### src/sv/mrsh_pkg.sv
// Package of the stream hash: types, constants, program table and helper functions.
package mrsh_pkg;

  localparam int IN_DEPTH_DEF = 2;
  localparam int OUT_DEPTH = 4;

  localparam logic [63:0] MUL_P = 64'hFFFF_FFFF_FFFF_FFC5;
  localparam logic [63:0] MUL_Q = 64'd13166748625691186689;
  localparam logic [63:0] MUL_R = 64'd1573836600196043749;
  localparam logic [63:0] MUL_S = 64'd1478582680485693857;
  localparam logic [63:0] MUL_T = 64'd1584163446043636637;
  localparam logic [63:0] MUL_U = 64'd1358537349836140151;
  localparam logic [63:0] MUL_V = 64'd2849285319520710901;
  localparam logic [63:0] MUL_W = 64'd2366157163652459183;

  localparam logic [1:0] REG_SEED = 2'd0;
  localparam logic [1:0] REG_LENGTH = 2'd1;
  localparam logic [1:0] REG_OUT_SIZE = 2'd2;
  localparam logic [1:0] REG_BYTE_ORDER = 2'd3;

  localparam logic [1:0] SIZE_64 = 2'd0;
  localparam logic [1:0] SIZE_128 = 2'd1;

  localparam logic [2:0] OP_ABSORB = 3'd0;
  localparam logic [2:0] OP_MIX_A = 3'd1;
  localparam logic [2:0] OP_MIX_B = 3'd2;
  localparam logic [2:0] OP_ROT = 3'd3;
  localparam logic [2:0] OP_TAIL = 3'd4;
  localparam logic [2:0] OP_EMIT = 3'd5;
  localparam logic [2:0] OP_DONE = 3'd6;

  localparam logic [4:0] PC_CHUNK_A = 5'd0;
  localparam logic [4:0] PC_CHUNK_B = 5'd3;
  localparam logic [4:0] PC_LAST = 5'd7;

  typedef struct packed {
    logic [63:0] lo;
    logic [63:0] hi;
    logic [3:0]  tail;
    logic        last;
  } item_t;

  typedef struct packed {
    logic [63:0] hash;
    logic [1:0]  idx;
    logic        fin;
  } res_t;

  function automatic logic [2:0] prog_op(input logic [4:0] pc);
    case (pc)
      5'd0: prog_op = OP_ABSORB;
      5'd1: prog_op = OP_MIX_A;
      5'd2: prog_op = OP_DONE;
      5'd3: prog_op = OP_ABSORB;
      5'd4: prog_op = OP_MIX_B;
      5'd5: prog_op = OP_ROT;
      5'd6: prog_op = OP_DONE;
      5'd7: prog_op = OP_MIX_B;
      5'd8: prog_op = OP_TAIL;
      5'd9: prog_op = OP_MIX_A;
      5'd10: prog_op = OP_MIX_B;
      5'd11: prog_op = OP_MIX_A;
      5'd12: prog_op = OP_EMIT;
      5'd13: prog_op = OP_MIX_A;
      5'd14: prog_op = OP_EMIT;
      5'd15: prog_op = OP_MIX_A;
      5'd16: prog_op = OP_MIX_B;
      5'd17: prog_op = OP_MIX_A;
      5'd18: prog_op = OP_EMIT;
      5'd19: prog_op = OP_MIX_A;
      5'd20: prog_op = OP_EMIT;
      default: prog_op = OP_DONE;
    endcase
  endfunction

  function automatic logic [63:0] swap_bytes(input logic [63:0] x);
    logic [63:0] r;
    for (int i = 0; i < 8; i++) begin
      r[8*i +: 8] = x[8*(7-i) +: 8];
    end
    return r;
  endfunction

  function automatic logic [63:0] rotr(input logic [63:0] x, input int n);
    return (x >> n) | (x << (64 - n));
  endfunction

endpackage

### src/sv/mrsh_front.sv
// Front end: input queue that takes items and puts chunk words into byte order.
module mrsh_front #(
  parameter int IN_DEPTH = 2
) (
  input  logic            clk,
  input  logic            rst_n,
  input  logic            in_push,
  output logic            in_full,
  input  logic [63:0]     in_bytes_low,
  input  logic [63:0]     in_bytes_high,
  input  logic [3:0]      in_tail_count,
  input  logic            in_is_last,
  input  logic            byte_order,
  output mrsh_pkg::item_t head,
  output logic            head_valid,
  input  logic            head_pop
);
  import mrsh_pkg::*;

  localparam int PW = (IN_DEPTH > 1) ? $clog2(IN_DEPTH) : 1;
  localparam int CW = $clog2(IN_DEPTH + 1);
  localparam logic [PW-1:0] LAST_PTR = PW'(IN_DEPTH - 1);
  localparam logic [CW-1:0] FULL_CNT = CW'(IN_DEPTH);

  item_t          q_r [IN_DEPTH];
  logic [PW-1:0]  wp_r, wp_nxt, rp_r, rp_nxt;
  logic [CW-1:0]  cnt_r, cnt_nxt;
  item_t          in_item;
  logic           do_push, do_pop;

  always_comb begin
    in_item.lo = (byte_order && !in_is_last) ? swap_bytes(in_bytes_low) : in_bytes_low;
    in_item.hi = (byte_order && !in_is_last) ? swap_bytes(in_bytes_high) : in_bytes_high;
    in_item.tail = in_tail_count;
    in_item.last = in_is_last;
  end

  assign in_full = (cnt_r == FULL_CNT);
  assign head_valid = (cnt_r != '0);
  assign head = q_r[rp_r];
  assign do_push = in_push && !in_full;
  assign do_pop = head_pop && head_valid;

  always_comb begin
    wp_nxt = do_push ? ((wp_r == LAST_PTR) ? '0 : wp_r + 1'b1) : wp_r;
    rp_nxt = do_pop ? ((rp_r == LAST_PTR) ? '0 : rp_r + 1'b1) : rp_r;
    cnt_nxt = cnt_r + CW'(do_push) - CW'(do_pop);
  end

  always_ff @(posedge clk) begin
    if (!rst_n) begin
      wp_r <= '0;
      rp_r <= '0;
      cnt_r <= '0;
    end else begin
      wp_r <= wp_nxt;
      rp_r <= rp_nxt;
      cnt_r <= cnt_nxt;
    end
  end

  always_ff @(posedge clk) begin
    if (do_push) begin
      q_r[wp_r] <= in_item;
    end
  end
endmodule

### config.mk
export PLATFORM = sky130hd
export DESIGN_NAME = mrsh_front
export DESIGN_NICKNAME = d
export VERILOG_FILES = /design/src/sv/mrsh_pkg.sv /design/src/sv/mrsh_front.sv
export SDC_FILE = /design/constraint.sdc
export NUM_CORES = 1
export LEC_CHECK = 0
export CAP_MARGIN = 10
export CELL_PAD_IN_SITES_DETAIL_PLACEMENT = 0
export CELL_PAD_IN_SITES_GLOBAL_PLACEMENT = 2
export CORE_ASPECT_RATIO = 2
export CORE_UTILIZATION = 43
export CTS_CLUSTER_SIZE = 12
export DETAILED_ROUTE_END_ITERATION = 7
export DONT_BUFFER_PORTS = 1
export PLACE_DENSITY = 0.76
export SLEW_MARGIN = 10
export SYNTH_ARGS = -nofsm -noshare
export SYNTH_HDL_FRONTEND = slang
export SYNTH_SLANG_ARGS = --single-unit
### constraint.sdc
create_clock -name clk -period 7.3 [get_ports clk]
set_input_delay 0.365 -clock clk [delete_from_list [all_inputs] [get_ports clk]]
set_output_delay 0.365 -clock clk [all_outputs]
set_load 0.01 [all_outputs]
==> results.toml <==
[floorplan]
initial_utilization_pct = 43.7
die_w_um = 119
io_pins = 273
die_h_um = 235
num_rows = 85
dieArea_um2 = 27900
coreArea_um2 = 26800

[synthesis]
synth_xor_area_share_pct = 0.150
synth-compound-area-share_pct = 0.0641
synthTopCellsByArea = "edfxtp_1, nand2_1, mux2_4"
synth_fa_ha_area_share_pct = 0.214
synth_seq_cells = 271
synthesis.area_um2 = 11700
synthFlopType = "edfxtp_1"
muxShareOfSynthArea_pct = 15.1
synth_edf_count = 266
synthSimpleGateAreaFrac_pct = 13.0
synth_top_family_by_area = "multiplexers"
synthTopCellsByCount = "nand2_1, edfxtp_1, mux2_4"
async_reset_ff_share_pct = 0
synth_nets = 995
yosys.area.top_type = "edfxtp_1"
avgSynthCellArea_um2 = 13.7
yosysSeqAreaShare_pct = 69.1
yosysTopAreaCellShare_pct = 68.2
ys_types = 20
synth_warnings = 0
syn_inst = 855
synth_most_common_cell = "nand2_1"

[placed_design]
routabilityCongestion = 0.772
port_buffers = 0
dpl.hpwl_um = 17500
detailedPlace.worstSlack_ps = 4110

[grt]
grt_pass1_vias = 6552
grt_pass1_wl_um = 38400
grt_use_total_pct = 18.3
overflow = 0
grt_max_degree = 80
antenna_found_initial = 0

[worst_setup_path]
required_ps = 6930
reg2reg_slack_ps = 4420
cp_cell_sequence = "buf_4 -> buf_4 -> mux2_2"
cp_max_fo = 57
cpMaxStageDelayCell = "buf_4"
reg2reg_from = "cnt_r[0]$_SDFF_PN0_"
crit_type = "register to output pin"
slowest_delay_ps = 800
critical-path-top-delay-family = "buffers and inverters"
path_buf_inv = 2
crit_path_start_kind = "register"
critPathMostFrequentCell = "buf_4"
cp.arrival_ps = 3290
end_kind = "output pin"

[pwr]
vdd_drop_max_v = 0.000259
p_leak_nw = 4.90
power.density_nw_per_um2 = 346

[layout]
utilization_pct = 47.6
layout.nets = 994
diodes = 0
register_area_um2 = 8090
syn_to_final_growth_pct = 8.86
fill_cells = 2359
multi_input_area_um2 = 3370
drive_gt1_share_pct = 20.2

[run_status]
status = "complete, no violations"

[clock_tree]
clkLatencyLatePin_ps = 520
cts_buffers = 26
root_buffer = "clkbuf_16"
cts_resized = 0
htree_levels = 1
clk_pin_slew_ps = 60
cts_tree = "built"
clock_sinks = 271
clock_path_buffers = 3

[routing]
drc_errors = 0
drt-pass1-iter-count = 7
drtAntennaViolNets = 0
via_count = 6256
routed_wl_um = 25700
routedWlPerCell_um = 21.2
vias_per_cell = 5.16
drt_iter0_drc = 375

[sta]
setup_viol = 0
fin_setup_tns_ps = 0
slew_headroom_pct = 24.5
rsz0062_at_grt = "no"
finalWorstSetupSlack_ps = 3640
drv_slew = 0
period_share_pct = 50.1
max_freq_ghz = 0.273
min_period_ps = 3660
worst_slew_pin_slew_ps = 1130
finClkSkew_ps = 6.24
final_hold_viol_count = 0

[min_path]
hold_class = "input port to register"
hold_path.startpoint = "rst_n"

[job]
max-cap-violations = 0
## per-stage QoR
stage / std cells / hold slack, ps / area, µm² / power, mW
6_report: 1213 / 29.2 / 12700 / 4.41
5_1_grt: 1213 / 21.8 / 12700 / 4.60
4_1_cts: 1213 / 5.47 / 12700 / 4.48
3_5_place_dp: 1168 / 464 / 12000 / 3.28
3_3_place_gp: 1168 / 464 / 12000 / 3.25
2_1_floorplan: 855 / 455 / 11700 / 3.09
## layer usage
| layer | GRT usage (%) | vias to the layer above | part of all wire [%] |
|---|---|---|---|
| met4 | 8.36 | 0 | 3.9 |
| met3 | 5.74 | 46 | 8.8 |
| li1 | - | 2941 | - |
| met5 | 0 | - | 0 |
| met1 | 17.5 | 3016 | 32 |
| met2 | 34.8 | 253 | 55 |
## flip-flops by register name (all words and copies together) (netlist names), named ones only
signal  count
wp_r        1
q_r       266
cnt_r       2
rp_r        1
## final cells by class
cell class / instances / share of cell area, %
flip-flops and latches: 271 / 63.5
multi-input cells: 538 / 26.4
clock buffers: 38 / 5.62
well taps: 348 / 3.42
repair buffers: 14 / 0.942
inverters: 3 / 0.0883
clock inverters: 1 / 0.0393
## power by group
group          total, mW  internal (mW)  switching [mW]
registers           2.14           2.04           0.102
logic               1.08          0.445           0.636
clock network       1.19          0.669           0.520
## layout by cell type, fill, tap and decap left out, types with 3 or more instances in the layout
cell and count:
nand2_1 386, edfxtp_1 266, mux2_4 70, mux2_2 63, clkbuf_16 27, clkbuf_1 11
buf_4 8, dlygate4sd3_1 6, dfxtp_1 4, inv_1 3, nor2_1 3
## worst reg2reg max path, cell delays in order, from the launching register on
cell      delay [ps]
dfxtp_1          370
nand2b_1         170
nand2_1          160
nor2_4           100
buf_4            600
buf_4            960
## final timing paths
| path | end | cells past startpoint |
|---|---|---|
| max reg2reg | q_r[0][59]$_DFFE_PP_ | 5 |
| max | head[19] | 3 |
| min | register | 2 |
| min reg2reg | register | 2 |
## logic make-up after synthesis
| kind of cell | count (synthesis) |
|---|---|
| AO/OA/AOI/OAI | 1 |
| XOR/XNOR | 2 |
| adder cells (fa/ha/maj) | 2 |
| buffers and inverters | 46 |
| flip-flops | 271 |
| multiplexers | 134 |
| AND/OR/NAND/NOR | 399 |
## timing repair
action                                 4_1_cts  5_1_grt
endpoints found under the hold margin       12        0
setup buffers                                0        0
hold buffers                                 6        0
Note: power is estimated with default switching activity, not from simulation.
